--- config.mk ---
export PLATFORM = sky130hd
export DESIGN_NAME = telnet_option_negotiator_core
export DESIGN_NICKNAME = d
export VERILOG_FILES = /design/src/rtl/tono_pkg.sv /design/src/rtl/telnet_option_negotiator_core.sv /design/src/rtl/tono_front.sv /design/src/rtl/tono_fifo.sv /design/src/rtl/tono_back.sv
export VERILOG_INCLUDE_DIRS = /design/src /design/src/rtl
export SDC_FILE = /design/constraint.sdc
export NUM_CORES = 1
export LEC_CHECK = 0
export ABC_AREA = 1
export BUFFER_PORTS_ARGS = -buffer_cell sky130_fd_sc_hd__buf_2
export CAP_MARGIN = 20
export CORE_ASPECT_RATIO = 0.7
export CORE_MARGIN = 2
export CORE_UTILIZATION = 40
export CTS_BUF_LIST = sky130_fd_sc_hd__clkbuf_8
export DETAILED_ROUTE_END_ITERATION = 7
export GPL_ROUTABILITY_DRIVEN = 1
export PLACE_DENSITY_LB_ADDON = 0.08
export SLEW_MARGIN = 5
export SYNTH_ARGS = -nofsm -noshare
export SYNTH_HDL_FRONTEND = slang
export SYNTH_SLANG_ARGS = --single-unit
--- constraint.sdc ---
create_clock -name i_clk -period 3.7 [get_ports i_clk]
set_clock_uncertainty 0.05 [all_clocks]
set_input_delay 0.74 -clock i_clk [delete_from_list [all_inputs] [get_ports i_clk]]
set_output_delay 0.74 -clock i_clk [all_outputs]
set_load 0.05 [all_outputs]
--- src/rtl/telnet_option_negotiator_core_defines.svh ---
// ----------------------------------------------------------------------------
// Telnet option negotiator assertion macros
// Immediate-cycle and next-cycle implication checks on the core clock.
// ----------------------------------------------------------------------------
`ifndef TELNET_OPTION_NEGOTIATOR_CORE_DEFINES_SVH
`define TELNET_OPTION_NEGOTIATOR_CORE_DEFINES_SVH

// antecedent implies consequent in the same cycle
`define TONO_ASSERT_IMP(lbl, clk, rst_n, ante, cons) \
    lbl: assert property (@(posedge clk) disable iff (!rst_n) (ante) |-> (cons)) \
        else $error("tono: same-cycle check failed");

// antecedent implies consequent in the next cycle
`define TONO_ASSERT_NXT(lbl, clk, rst_n, ante, cons) \
    lbl: assert property (@(posedge clk) disable iff (!rst_n) (ante) |=> (cons)) \
        else $error("tono: next-cycle check failed");

`endif

--- src/rtl/tono_pkg.sv ---
// ----------------------------------------------------------------------------
// tono_pkg
// Shared codes, widths and transfer types of the telnet option negotiator.
// ----------------------------------------------------------------------------
`default_nettype none

package tono_pkg;

    localparam int CODE_SLOTS       = 8;
    localparam int OPTION_SLOTS_DEF = 8;
    localparam int SLOT_W           = 3;
    localparam int QUEUE_DEPTH      = 2;

    typedef logic [1:0] t_verb;
    localparam t_verb VERB_DO   = 2'd0;
    localparam t_verb VERB_DONT = 2'd1;
    localparam t_verb VERB_WILL = 2'd2;
    localparam t_verb VERB_WONT = 2'd3;

    typedef logic [1:0] t_req;
    localparam t_req REQ_CMD       = 2'd0;
    localparam t_req REQ_SET_LOCAL = 2'd1;
    localparam t_req REQ_SET_PEER  = 2'd2;

    typedef logic [2:0] t_notify;
    localparam t_notify NOTIFY_NONE          = 3'd0;
    localparam t_notify NOTIFY_LOCAL_CONFIRM = 3'd1;
    localparam t_notify NOTIFY_PEER_CONFIRM  = 3'd2;
    localparam t_notify NOTIFY_LOCAL_CHANGE  = 3'd3;
    localparam t_notify NOTIFY_PEER_CHANGE   = 3'd4;

    typedef logic [1:0] t_cfg_idx;
    localparam t_cfg_idx CFG_OPTION_CODES = 2'd0;
    localparam t_cfg_idx CFG_SLOT_COUNT   = 2'd1;
    localparam t_cfg_idx CFG_ACCEPT_LOCAL = 2'd2;
    localparam t_cfg_idx CFG_ACCEPT_PEER  = 2'd3;

    typedef enum logic [1:0] {
        FR_IDLE,
        FR_SEARCH,
        FR_PUSH
    } t_front_state;

    typedef struct packed {
        t_req              req_type;
        t_verb             cmd_verb;
        logic [7:0]        option_code;
        logic              req_value;
        logic              hit;
        logic [SLOT_W-1:0] slot;
    } t_task;

    typedef struct packed {
        logic full;
        logic empty;
    } t_queue_status;

    typedef struct packed {
        logic       send_valid;
        t_verb      send_verb;
        logic [7:0] send_option;
        t_notify    notify;
        logic       unknown_option;
        logic       agreed;
        logic       agreed_value;
    } t_result;

endpackage

`default_nettype wire

--- src/rtl/telnet_option_negotiator_core.sv ---
// ----------------------------------------------------------------------------
// telnet_option_negotiator_core
// Telnet DO/DONT/WILL/WONT option table with slot search front end.
// ----------------------------------------------------------------------------
// Flow: an input transfer is held while its code is searched against the slot
//   codes until a hit or min(slot_count, slots) slots, then pushed into the queue.
// The front end takes the next input transfer only after it has pushed the last
//   one into the queue, so it stalls during the one-slot-per-cycle code search in
//   the front end and while the queue is full.
// Reset (synchronous, active low) clears config, option table and queue.
`default_nettype none
`include "telnet_option_negotiator_core_defines.svh"

module telnet_option_negotiator_core #(
    parameter int OPTION_SLOTS = tono_pkg::OPTION_SLOTS_DEF
) (
    input  wire         i_clk,
    input  wire         i_rst_n,
    input  wire         i_in_valid,
    output logic        o_in_stall,
    input  wire  [1:0]  i_req_type,
    input  wire  [1:0]  i_cmd_verb,
    input  wire  [7:0]  i_option_code,
    input  wire         i_req_value,
    output logic        o_out_valid,
    input  wire         i_out_stall,
    output logic        o_send_valid,
    output logic [1:0]  o_send_verb,
    output logic [7:0]  o_send_option,
    output logic [2:0]  o_notify,
    output logic        o_unknown_option,
    output logic        o_agreed,
    output logic        o_agreed_value,
    input  wire         i_cfg_valid,
    output logic        o_cfg_ready,
    input  wire  [1:0]  i_cfg_index,
    input  wire  [63:0] i_cfg_data
);

    logic [63:0] r_option_codes;
    logic [3:0]  r_slot_count;
    logic [7:0]  r_accept_local;
    logic [7:0]  r_accept_peer;

    tono_pkg::t_queue_status w_q_status;
    tono_pkg::t_task         w_front_task;
    tono_pkg::t_task         w_back_task;
    tono_pkg::t_result       w_result;
    logic                    w_push;
    logic                    w_pop;

    assign o_cfg_ready = 1'b1;

    always_ff @(posedge i_clk) begin
        if (!i_rst_n) begin
            r_option_codes <= '0;
            r_slot_count   <= '0;
            r_accept_local <= '0;
            r_accept_peer  <= '0;
        end else if (i_cfg_valid && o_cfg_ready) begin
            unique case (i_cfg_index)
                tono_pkg::CFG_OPTION_CODES: r_option_codes <= i_cfg_data;
                tono_pkg::CFG_SLOT_COUNT:   r_slot_count   <= i_cfg_data[3:0];
                tono_pkg::CFG_ACCEPT_LOCAL: r_accept_local <= i_cfg_data[7:0];
                tono_pkg::CFG_ACCEPT_PEER:  r_accept_peer  <= i_cfg_data[7:0];
                default: ;
            endcase
        end
    end

    tono_front #(
        .OPTION_SLOTS (OPTION_SLOTS)
    ) u_front (
        .i_clk          (i_clk),
        .i_rst_n        (i_rst_n),
        .i_in_valid     (i_in_valid),
        .o_in_stall     (o_in_stall),
        .i_req_type     (i_req_type),
        .i_cmd_verb     (i_cmd_verb),
        .i_option_code  (i_option_code),
        .i_req_value    (i_req_value),
        .i_option_codes (r_option_codes),
        .i_slot_count   (r_slot_count),
        .i_q_status     (w_q_status),
        .o_push         (w_push),
        .o_task         (w_front_task)
    );

    tono_fifo u_fifo (
        .i_clk    (i_clk),
        .i_rst_n  (i_rst_n),
        .i_push   (w_push),
        .i_data   (w_front_task),
        .i_pop    (w_pop),
        .o_data   (w_back_task),
        .o_status (w_q_status)
    );

    tono_back #(
        .OPTION_SLOTS (OPTION_SLOTS)
    ) u_back (
        .i_clk               (i_clk),
        .i_rst_n             (i_rst_n),
        .i_q_status          (w_q_status),
        .i_task              (w_back_task),
        .o_pop               (w_pop),
        .i_accept_local_mask (r_accept_local),
        .i_accept_peer_mask  (r_accept_peer),
        .o_out_valid         (o_out_valid),
        .i_out_stall         (i_out_stall),
        .o_result            (w_result)
    );

    assign o_send_valid     = w_result.send_valid;
    assign o_send_verb      = w_result.send_verb;
    assign o_send_option    = w_result.send_option;
    assign o_notify         = w_result.notify;
    assign o_unknown_option = w_result.unknown_option;
    assign o_agreed         = w_result.agreed;
    assign o_agreed_value   = w_result.agreed_value;

    `TONO_ASSERT_IMP(a_idle_send_zero, i_clk, i_rst_n, o_out_valid && !o_send_valid, (o_send_verb == tono_pkg::VERB_DO) && (o_send_option == 8'd0))
    `TONO_ASSERT_IMP(a_unknown_quiet, i_clk, i_rst_n, o_out_valid && o_unknown_option, !o_agreed && (o_notify == tono_pkg::NOTIFY_NONE))
    `TONO_ASSERT_IMP(a_value_needs_agree, i_clk, i_rst_n, o_out_valid && o_agreed_value, o_agreed)
    `TONO_ASSERT_NXT(a_busy_after_transfer, i_clk, i_rst_n, i_in_valid && !o_in_stall, o_in_stall)

endmodule

`default_nettype wire

--- src/rtl/tono_front.sv ---
// ----------------------------------------------------------------------------
// tono_front
// Accepts items and searches the slot codes one slot per cycle.
// ----------------------------------------------------------------------------
`default_nettype none

module tono_front #(
    parameter int OPTION_SLOTS = tono_pkg::OPTION_SLOTS_DEF
) (
    input  wire                    i_clk,
    input  wire                    i_rst_n,
    input  wire                    i_in_valid,
    output logic                   o_in_stall,
    input  wire  [1:0]             i_req_type,
    input  wire  [1:0]             i_cmd_verb,
    input  wire  [7:0]             i_option_code,
    input  wire                    i_req_value,
    input  wire  [63:0]            i_option_codes,
    input  wire  [3:0]             i_slot_count,
    input  tono_pkg::t_queue_status i_q_status,
    output logic                   o_push,
    output tono_pkg::t_task        o_task
);

    localparam int NSLOT = (OPTION_SLOTS < tono_pkg::CODE_SLOTS) ?
                           OPTION_SLOTS : tono_pkg::CODE_SLOTS;
    localparam int CW    = $clog2(NSLOT + 1);
    localparam int IW    = (NSLOT > 1) ? $clog2(NSLOT) : 1;

    tono_pkg::t_front_state r_state, n_state;
    tono_pkg::t_task        r_task;
    logic [CW-1:0]          r_cnt;

    logic [7:0]    w_codes [NSLOT];
    logic [CW-1:0] w_limit;
    logic          w_at_end;
    logic          w_match;
    logic          w_accept;

    genvar g;
    generate
        for (g = 0; g < NSLOT; g++) begin : g_codes
            assign w_codes[g] = i_option_codes[8*g +: 8];
        end
    endgenerate

    assign w_limit  = (i_slot_count > 4'(NSLOT)) ? CW'(NSLOT) : CW'(i_slot_count);
    assign w_at_end = (r_cnt == w_limit);
    assign w_match  = (w_codes[r_cnt[IW-1:0]] == r_task.option_code);
    assign w_accept = i_in_valid && !o_in_stall;
    assign o_task   = r_task;

    always_comb begin
        n_state = r_state;
        unique case (r_state)
            tono_pkg::FR_IDLE: begin
                if (i_in_valid) n_state = tono_pkg::FR_SEARCH;
            end
            tono_pkg::FR_SEARCH: begin
                if (w_at_end || w_match) n_state = tono_pkg::FR_PUSH;
            end
            tono_pkg::FR_PUSH: begin
                if (!i_q_status.full) n_state = tono_pkg::FR_IDLE;
            end
            default: n_state = tono_pkg::FR_IDLE;
        endcase
    end

    always_comb begin
        o_in_stall = 1'b1;
        o_push     = 1'b0;
        unique case (r_state)
            tono_pkg::FR_IDLE:   o_in_stall = 1'b0;
            tono_pkg::FR_SEARCH: o_in_stall = 1'b1;
            tono_pkg::FR_PUSH:   o_push     = !i_q_status.full;
            default:             o_in_stall = 1'b1;
        endcase
    end

    always_ff @(posedge i_clk) begin
        if (!i_rst_n) begin
            r_state <= tono_pkg::FR_IDLE;
            r_cnt   <= '0;
        end else begin
            r_state <= n_state;
            if (w_accept) begin
                r_cnt <= '0;
            end else if (r_state == tono_pkg::FR_SEARCH && !w_at_end && !w_match) begin
                r_cnt <= r_cnt + CW'(1);
            end
        end
    end

    always_ff @(posedge i_clk) begin
        if (w_accept) begin
            r_task.req_type    <= i_req_type;
            r_task.cmd_verb    <= i_cmd_verb;
            r_task.option_code <= i_option_code;
            r_task.req_value   <= i_req_value;
            r_task.hit         <= 1'b0;
            r_task.slot        <= '0;
        end else if (r_state == tono_pkg::FR_SEARCH && !w_at_end && w_match) begin
            r_task.hit  <= 1'b1;
            r_task.slot <= tono_pkg::SLOT_W'(r_cnt);
        end
    end

endmodule

`default_nettype wire

--- src/rtl/tono_fifo.sv ---
// ----------------------------------------------------------------------------
// tono_fifo
// Short queue of classified items between the search and the table update.
// ----------------------------------------------------------------------------
`default_nettype none

module tono_fifo (
    input  wire                     i_clk,
    input  wire                     i_rst_n,
    input  wire                     i_push,
    input  tono_pkg::t_task         i_data,
    input  wire                     i_pop,
    output tono_pkg::t_task         o_data,
    output tono_pkg::t_queue_status o_status
);

    localparam int DEPTH = tono_pkg::QUEUE_DEPTH;
    localparam int PW    = (DEPTH > 1) ? $clog2(DEPTH) : 1;
    localparam int NW    = $clog2(DEPTH + 1);

    tono_pkg::t_task r_mem [DEPTH];
    logic [PW-1:0]   r_wr_ptr;
    logic [PW-1:0]   r_rd_ptr;
    logic [NW-1:0]   r_count;

    logic w_push;
    logic w_pop;

    assign o_status.full  = (r_count == NW'(DEPTH));
    assign o_status.empty = (r_count == '0);
    assign w_push = i_push && !o_status.full;
    assign w_pop  = i_pop && !o_status.empty;
    assign o_data = r_mem[r_rd_ptr];

    always_ff @(posedge i_clk) begin
        if (w_push) r_mem[r_wr_ptr] <= i_data;
    end

    always_ff @(posedge i_clk) begin
        if (!i_rst_n) begin
            r_wr_ptr <= '0;
            r_rd_ptr <= '0;
            r_count  <= '0;
        end else begin
            if (w_push) begin
                r_wr_ptr <= (r_wr_ptr == PW'(DEPTH - 1)) ? '0 : r_wr_ptr + PW'(1);
            end
            if (w_pop) begin
                r_rd_ptr <= (r_rd_ptr == PW'(DEPTH - 1)) ? '0 : r_rd_ptr + PW'(1);
            end
            if (w_push && !w_pop) begin
                r_count <= r_count + NW'(1);
            end else if (w_pop && !w_push) begin
                r_count <= r_count - NW'(1);
            end
        end
    end

endmodule

`default_nettype wire

--- src/rtl/tono_back.sv ---
// ----------------------------------------------------------------------------
// tono_back
// Applies one classified item to the option table and registers the result.
// ----------------------------------------------------------------------------
`default_nettype none

module tono_back #(
    parameter int OPTION_SLOTS = tono_pkg::OPTION_SLOTS_DEF
) (
    input  wire                     i_clk,
    input  wire                     i_rst_n,
    input  tono_pkg::t_queue_status i_q_status,
    input  tono_pkg::t_task         i_task,
    output logic                    o_pop,
    input  wire  [7:0]              i_accept_local_mask,
    input  wire  [7:0]              i_accept_peer_mask,
    output logic                    o_out_valid,
    input  wire                     i_out_stall,
    output tono_pkg::t_result       o_result
);

    localparam int NSLOT = (OPTION_SLOTS < tono_pkg::CODE_SLOTS) ?
                           OPTION_SLOTS : tono_pkg::CODE_SLOTS;
    localparam int IW    = (NSLOT > 1) ? $clog2(NSLOT) : 1;

    logic [NSLOT-1:0]  r_local_en,  n_local_en;
    logic [NSLOT-1:0]  r_local_wt,  n_local_wt;
    logic [NSLOT-1:0]  r_peer_en,   n_peer_en;
    logic [NSLOT-1:0]  r_peer_wt,   n_peer_wt;
    logic              r_out_valid;
    tono_pkg::t_result r_result,    n_result;

    logic          w_load;
    logic [IW-1:0] w_s;

    assign w_load      = !i_q_status.empty && (!r_out_valid || !i_out_stall);
    assign o_pop       = w_load;
    assign w_s         = i_task.slot[IW-1:0];
    assign o_out_valid = r_out_valid;
    assign o_result    = r_result;

    always_comb begin
        logic v;
        logic acc_l;
        logic acc_p;
        n_local_en = r_local_en;
        n_local_wt = r_local_wt;
        n_peer_en  = r_peer_en;
        n_peer_wt  = r_peer_wt;
        n_result   = '0;
        v          = 1'b0;
        acc_l      = i_accept_local_mask[i_task.slot];
        acc_p      = i_accept_peer_mask[i_task.slot];
        if (!i_task.hit) begin
            n_result.unknown_option = 1'b1;
            if (i_task.req_type == tono_pkg::REQ_CMD) begin
                if (i_task.cmd_verb == tono_pkg::VERB_DO) begin
                    n_result.send_valid = 1'b1;
                    n_result.send_verb  = tono_pkg::VERB_WONT;
                end else if (i_task.cmd_verb == tono_pkg::VERB_WILL) begin
                    n_result.send_valid = 1'b1;
                    n_result.send_verb  = tono_pkg::VERB_DONT;
                end
            end
        end else begin
            case (i_task.req_type)
                tono_pkg::REQ_CMD: begin
                    case (i_task.cmd_verb) inside
                        tono_pkg::VERB_DO, tono_pkg::VERB_DONT: begin
                            v = (i_task.cmd_verb == tono_pkg::VERB_DO);
                            if (r_local_wt[w_s]) begin
                                n_local_en[w_s] = v;
                                n_local_wt[w_s] = 1'b0;
                                n_result.notify = tono_pkg::NOTIFY_LOCAL_CONFIRM;
                            end else if (r_local_en[w_s] != v && acc_l) begin
                                n_local_en[w_s]     = v;
                                n_result.send_valid = 1'b1;
                                n_result.send_verb  = v ? tono_pkg::VERB_WILL :
                                                          tono_pkg::VERB_WONT;
                                n_result.notify     = tono_pkg::NOTIFY_LOCAL_CHANGE;
                            end
                        end
                        default: begin
                            v = (i_task.cmd_verb == tono_pkg::VERB_WILL);
                            if (r_peer_wt[w_s]) begin
                                n_peer_en[w_s]  = v;
                                n_peer_wt[w_s]  = 1'b0;
                                n_result.notify = tono_pkg::NOTIFY_PEER_CONFIRM;
                            end else if (r_peer_en[w_s] != v && acc_p) begin
                                n_peer_en[w_s]      = v;
                                n_result.send_valid = 1'b1;
                                n_result.send_verb  = v ? tono_pkg::VERB_DO :
                                                          tono_pkg::VERB_DONT;
                                n_result.notify     = tono_pkg::NOTIFY_PEER_CHANGE;
                            end
                        end
                    endcase
                end
                tono_pkg::REQ_SET_LOCAL: begin
                    if (r_local_en[w_s] != i_task.req_value) begin
                        n_local_en[w_s]     = i_task.req_value;
                        n_local_wt[w_s]     = 1'b1;
                        n_result.send_valid = 1'b1;
                        n_result.send_verb  = i_task.req_value ? tono_pkg::VERB_WILL :
                                                                 tono_pkg::VERB_WONT;
                    end
                end
                tono_pkg::REQ_SET_PEER: begin
                    if (r_peer_en[w_s] != i_task.req_value) begin
                        n_peer_en[w_s]      = i_task.req_value;
                        n_peer_wt[w_s]      = 1'b1;
                        n_result.send_valid = 1'b1;
                        n_result.send_verb  = i_task.req_value ? tono_pkg::VERB_DO :
                                                                 tono_pkg::VERB_DONT;
                    end
                end
                default: ;
            endcase
            if (!n_local_wt[w_s] && !n_peer_wt[w_s] && (n_local_en[w_s] == n_peer_en[w_s])) begin
                n_result.agreed       = 1'b1;
                n_result.agreed_value = n_local_en[w_s];
            end
        end
        n_result.send_option = n_result.send_valid ? i_task.option_code : 8'd0;
    end

    always_ff @(posedge i_clk) begin
        if (!i_rst_n) begin
            r_local_en  <= '0;
            r_local_wt  <= '0;
            r_peer_en   <= '0;
            r_peer_wt   <= '0;
            r_out_valid <= 1'b0;
        end else begin
            if (w_load) begin
                r_local_en  <= n_local_en;
                r_local_wt  <= n_local_wt;
                r_peer_en   <= n_peer_en;
                r_peer_wt   <= n_peer_wt;
                r_out_valid <= 1'b1;
            end else if (!i_out_stall) begin
                r_out_valid <= 1'b0;
            end
        end
    end

    always_ff @(posedge i_clk) begin
        if (w_load) r_result <= n_result;
    end

endmodule

`default_nettype wire
==> results.cfg <==
[cts]
cts_sinks = 196
clkLatencyLatePin_ns = 0.50
clkTransAtPathRegs_ns = 0.11
cts_tree = built
clockBufferDepth = 2
cts-hold-fix-buffers = 0
ctsRootBufferMaster = clkbuf_8
htree_levels = 4
numCtsBuffers = 17

[timing]
slew_headroom_pct = 49.4
period_share_pct = 90.1
hold_viol = 0
max_freq_mhz = 300
setup_viol = 0
finalMaxSlewViolations = 0
worstMarginPinSlew_ns = 0.754
rsz0062_at_grt = false
hold_slack_ns = 0.363
finalCriticalPeriod_ns = 3.33
fin_setup_tns_ns = 0

[global_route]
grt-ovfl-total = 0
grt_pass1_vias = 8258
grt_pass1_wl_um = 47200
antenna_found_initial = 1
grt_max_degree = 68
grt_util_all_layers_pct = 24.0

[logic_synthesis]
ys.flop_type = dfxtp_1
synth-async-reset-ratio_pct = 0
postSynthCellCount = 1272
synthAdderAreaFrac_pct = 0.517
synth_xor_area_share_pct = 1.09
synth_area_leaders = dfxtp_1 (27%), edfxtp_1 (20%), nand2_1 (9.1%)
yosysTopAreaCell = dfxtp_1
synth_fp_nets = 1360
syn_area_per_cell_um2 = 7.61
synthMostInstantiatedCell = nand2_1
synthMuxAreaShare_pct = 0
seq_area_frac_synth_pct = 47.2
synth_seq_cells = 196
yosys.area_share.simple_pct = 24.7
synth_edf_count = 64
synth_compound_area_share_pct = 18.8
yosysWarnings = 0
synth_top_area_share_pct = 27.3
syn_area_um2 = 9670
yosys-top-cells-count = nand2_1 (234), nor2_1 (197), o21ai_0 (171), dfxtp_1 (132), inv_1 (115)
synth_top_family_by_area = simple AND/OR/NAND/NOR gates
yosysUniqueCellTypes = 52

[power]
p_leak_nw = 4.90
p_per_area_nw_per_um2 = 733
peakVddDrop_mv = 0.441

[critical_path]
path_max_fanout = 25
slowest_delay_ns = 0.46
arrival_ns = 3.54
reg2reg_to = u_back.o_result[1]$_SDFFCE_PN0P_
crit_path_start_kind = flip-flop
reg2reg_depth = 20
critical_path_required_ns = 3.90
reg2reg_setup_slack_ns = 0.37
worst-setup-path-type = flip-flop to flip-flop
end_kind = flip-flop
cp_slowest_cell = ha_1
cp_common_cell = nand2_1
critical_path.cell_chain = inv_2 -> nand2_4 -> nand2_4 -> nand2_1 -> o211ai_2 -> nand2_1 -> nor2_2 -> ha_1 -> nor2_1 -> nand2_1 -> inv_1 -> nor3_1 -> a21oi_1 -> nand2_1 -> nand2_1 -> nand2_1 -> nor2_2 -> nand2_1 -> nand2_1 -> a21oi_2

[finish]
fin_area_um2 = 11000
syn2layout_area_growth_pct = 14.1
drive_gt1_share_pct = 16.6
n_fill_cell = 2432
fin_cells = 1704
fin_util_pct = 46.6
nNetsFinal = 1460

[floorplan]
num_rows = 47
die-area_um2 = 25500
io_pins = 104
die_y_um = 134
core_area_um2 = 23700
die_w_um = 190
initial_core_util_pct = 40.8

[run_status]
status = finished, final reports clean

[worst_hold_path]
min_path_type = input pin to flip-flop
min_to = u_front.o_task[14]$_DFFE_PP_
min_path_cells = 1
hp-start = i_cmd_verb[1]

[routing]
vias = 8951
wl_um = 29800
viasPerCell = 5.25
dr.pass1.iters = 5
wl_per_cell_um = 17.5
drc_errors = 0
drt_iter0_drc = 821
antenna_left = 0

[job]
maxCapViolCount = 0

[place]
place_area_um2 = 10600
post-dp-hpwl_um = 21600
gp_congestion = 0.962
port_buffers = 102
dp.cells = 1671
-- cell usage in the layout (no fill, tap or decap), types with 3 or more instances in the layout --
master	count
inv_8	3
inv_1	116
inv_2	8
buf_4	35
o211ai_1	18
o21ai_0	171
dfxtp_1	131
o221ai_1	9
a22oi_1	7
nor3_1	10
clkbuf_8	17
clkinv_1	3
nor2_4	5
ha_1	4
or2_1	4
edfxtp_1	64
inv_6	5
xnor2_1	9
nor2_2	9
bufinv_16	3
nand2_2	8
buf_2	102
nand3_2	8
a32oi_1	3
a21oi_1	79
nand2_1	234
nand3_1	59
o21ai_1	3
o22ai_1	15
or2_2	3
nand2_4	8
o211ai_2	3
xor2_1	3
nor2_1	196
-- flip-flops by register name (all words and copies together), names as in the netlist, 2 cells and up, named ones only --
| name | cells |
|---|---|
| u_fifo.r_count | 2 |
| u_back.r_local_en | 8 |
| u_back.r_peer_wt | 8 |
| r_slot_count | 4 |
| u_front.r_state | 2 |
| u_back.o_result | 17 |
| u_back.r_peer_en | 8 |
| r_accept_local | 8 |
| u_front.r_cnt | 4 |
| u_back.r_local_wt | 8 |
| u_fifo.r_mem | 34 |
| r_accept_peer | 8 |
| r_option_codes | 64 |
| u_front.o_task | 17 |
-- logic make-up (layout without fill, tap and decap cells) --
kind of cell	after synthesis	after routing
adder cells (fa/ha/maj)	4	4
other	1	2
flip-flops	196	196
XOR/XNOR	12	12
AND/OR/NAND/NOR	551	551
buffers and inverters	184	297
AO/OA/AOI/OAI	324	324
-- per-layer routing --
metal / routed length, µm / part of all wire (%) / global-route usage (%)
met1: 16100 / 54 / 39.4
met2: 10900 / 36 / 30.4
met3: 2530 / 8.5 / 6.10
met4: 277 / 0.93 / 5.25
met5: 0 / 0 / 0
-- through the flow --
step	total power, W	worst slack, ns
after floorplan	0.00544	0.749
after global placement	0.00652	0.369
after detailed placement	0.00650	0.368
after CTS	0.00806	0.329
after global routing	0.00864	0.0395
final	0.00809	0.366
-- critical path: cells and delay by family, from the launching register on --
kind,cells,cell delay [ns]
AO/OA/AOI/OAI,3,0.27
buffers and inverters,2,0.22
flip-flops,1,0.38
adder cells (fa/ha/maj),1,0.46
AND/OR/NAND/NOR,14,1.70
-- repair_timing --
| item | in CTS | in global routing |
|---|---|---|
| gates resized for setup | 0 | 1 |
| buffers inserted | 0 | 0 |
| setup endpoints to repair | 0 | 1 |
| hold endpoints to repair | 0 | 0 |
-- worst max path at each step --
stage | from | to | slack [ns] | depth (start not counted)
floorplan | flip-flop | u_back.o_result[1]$_SDFFCE_PN0P_ | 0.75 | 16
global placement | flip-flop | u_back.o_result[1]$_SDFFCE_PN0P_ | 0.37 | 25
detailed placement | flip-flop | u_back.o_result[1]$_SDFFCE_PN0P_ | 0.37 | 19
CTS | flip-flop | u_back.o_result[1]$_SDFFCE_PN0P_ | 0.33 | 19
global route | flip-flop | u_back.o_result[1]$_SDFFCE_PN0P_ | 0.04 | 25
finish | flip-flop | u_back.o_result[1]$_SDFFCE_PN0P_ | 0.37 | 20
-- area by class of cell --
cell class / count / area [µm²] / area share [%]
antenna: 1 / 2.50 / 0.0227
timing repair buffer: 138 / 793 / 7.18
sequential: 196 / 4570 / 41.4
tap: 318 / 398 / 3.60
clock buffer: 17 / 234 / 2.12
inverter: 127 / 479 / 4.34
multi-input combinational: 892 / 4380 / 39.6
clock inverter: 15 / 191 / 1.73
-- report_power, final --
group,switching [W],total (W),internal [W]
clock network,0.000850,0.00154,0.000689
registers,0.000210,0.00282,0.00261
logic,0.00268,0.00373,0.00105
total,0.00374,0.00809,0.00435
Note: power is estimated with default switching activity, not from simulation.
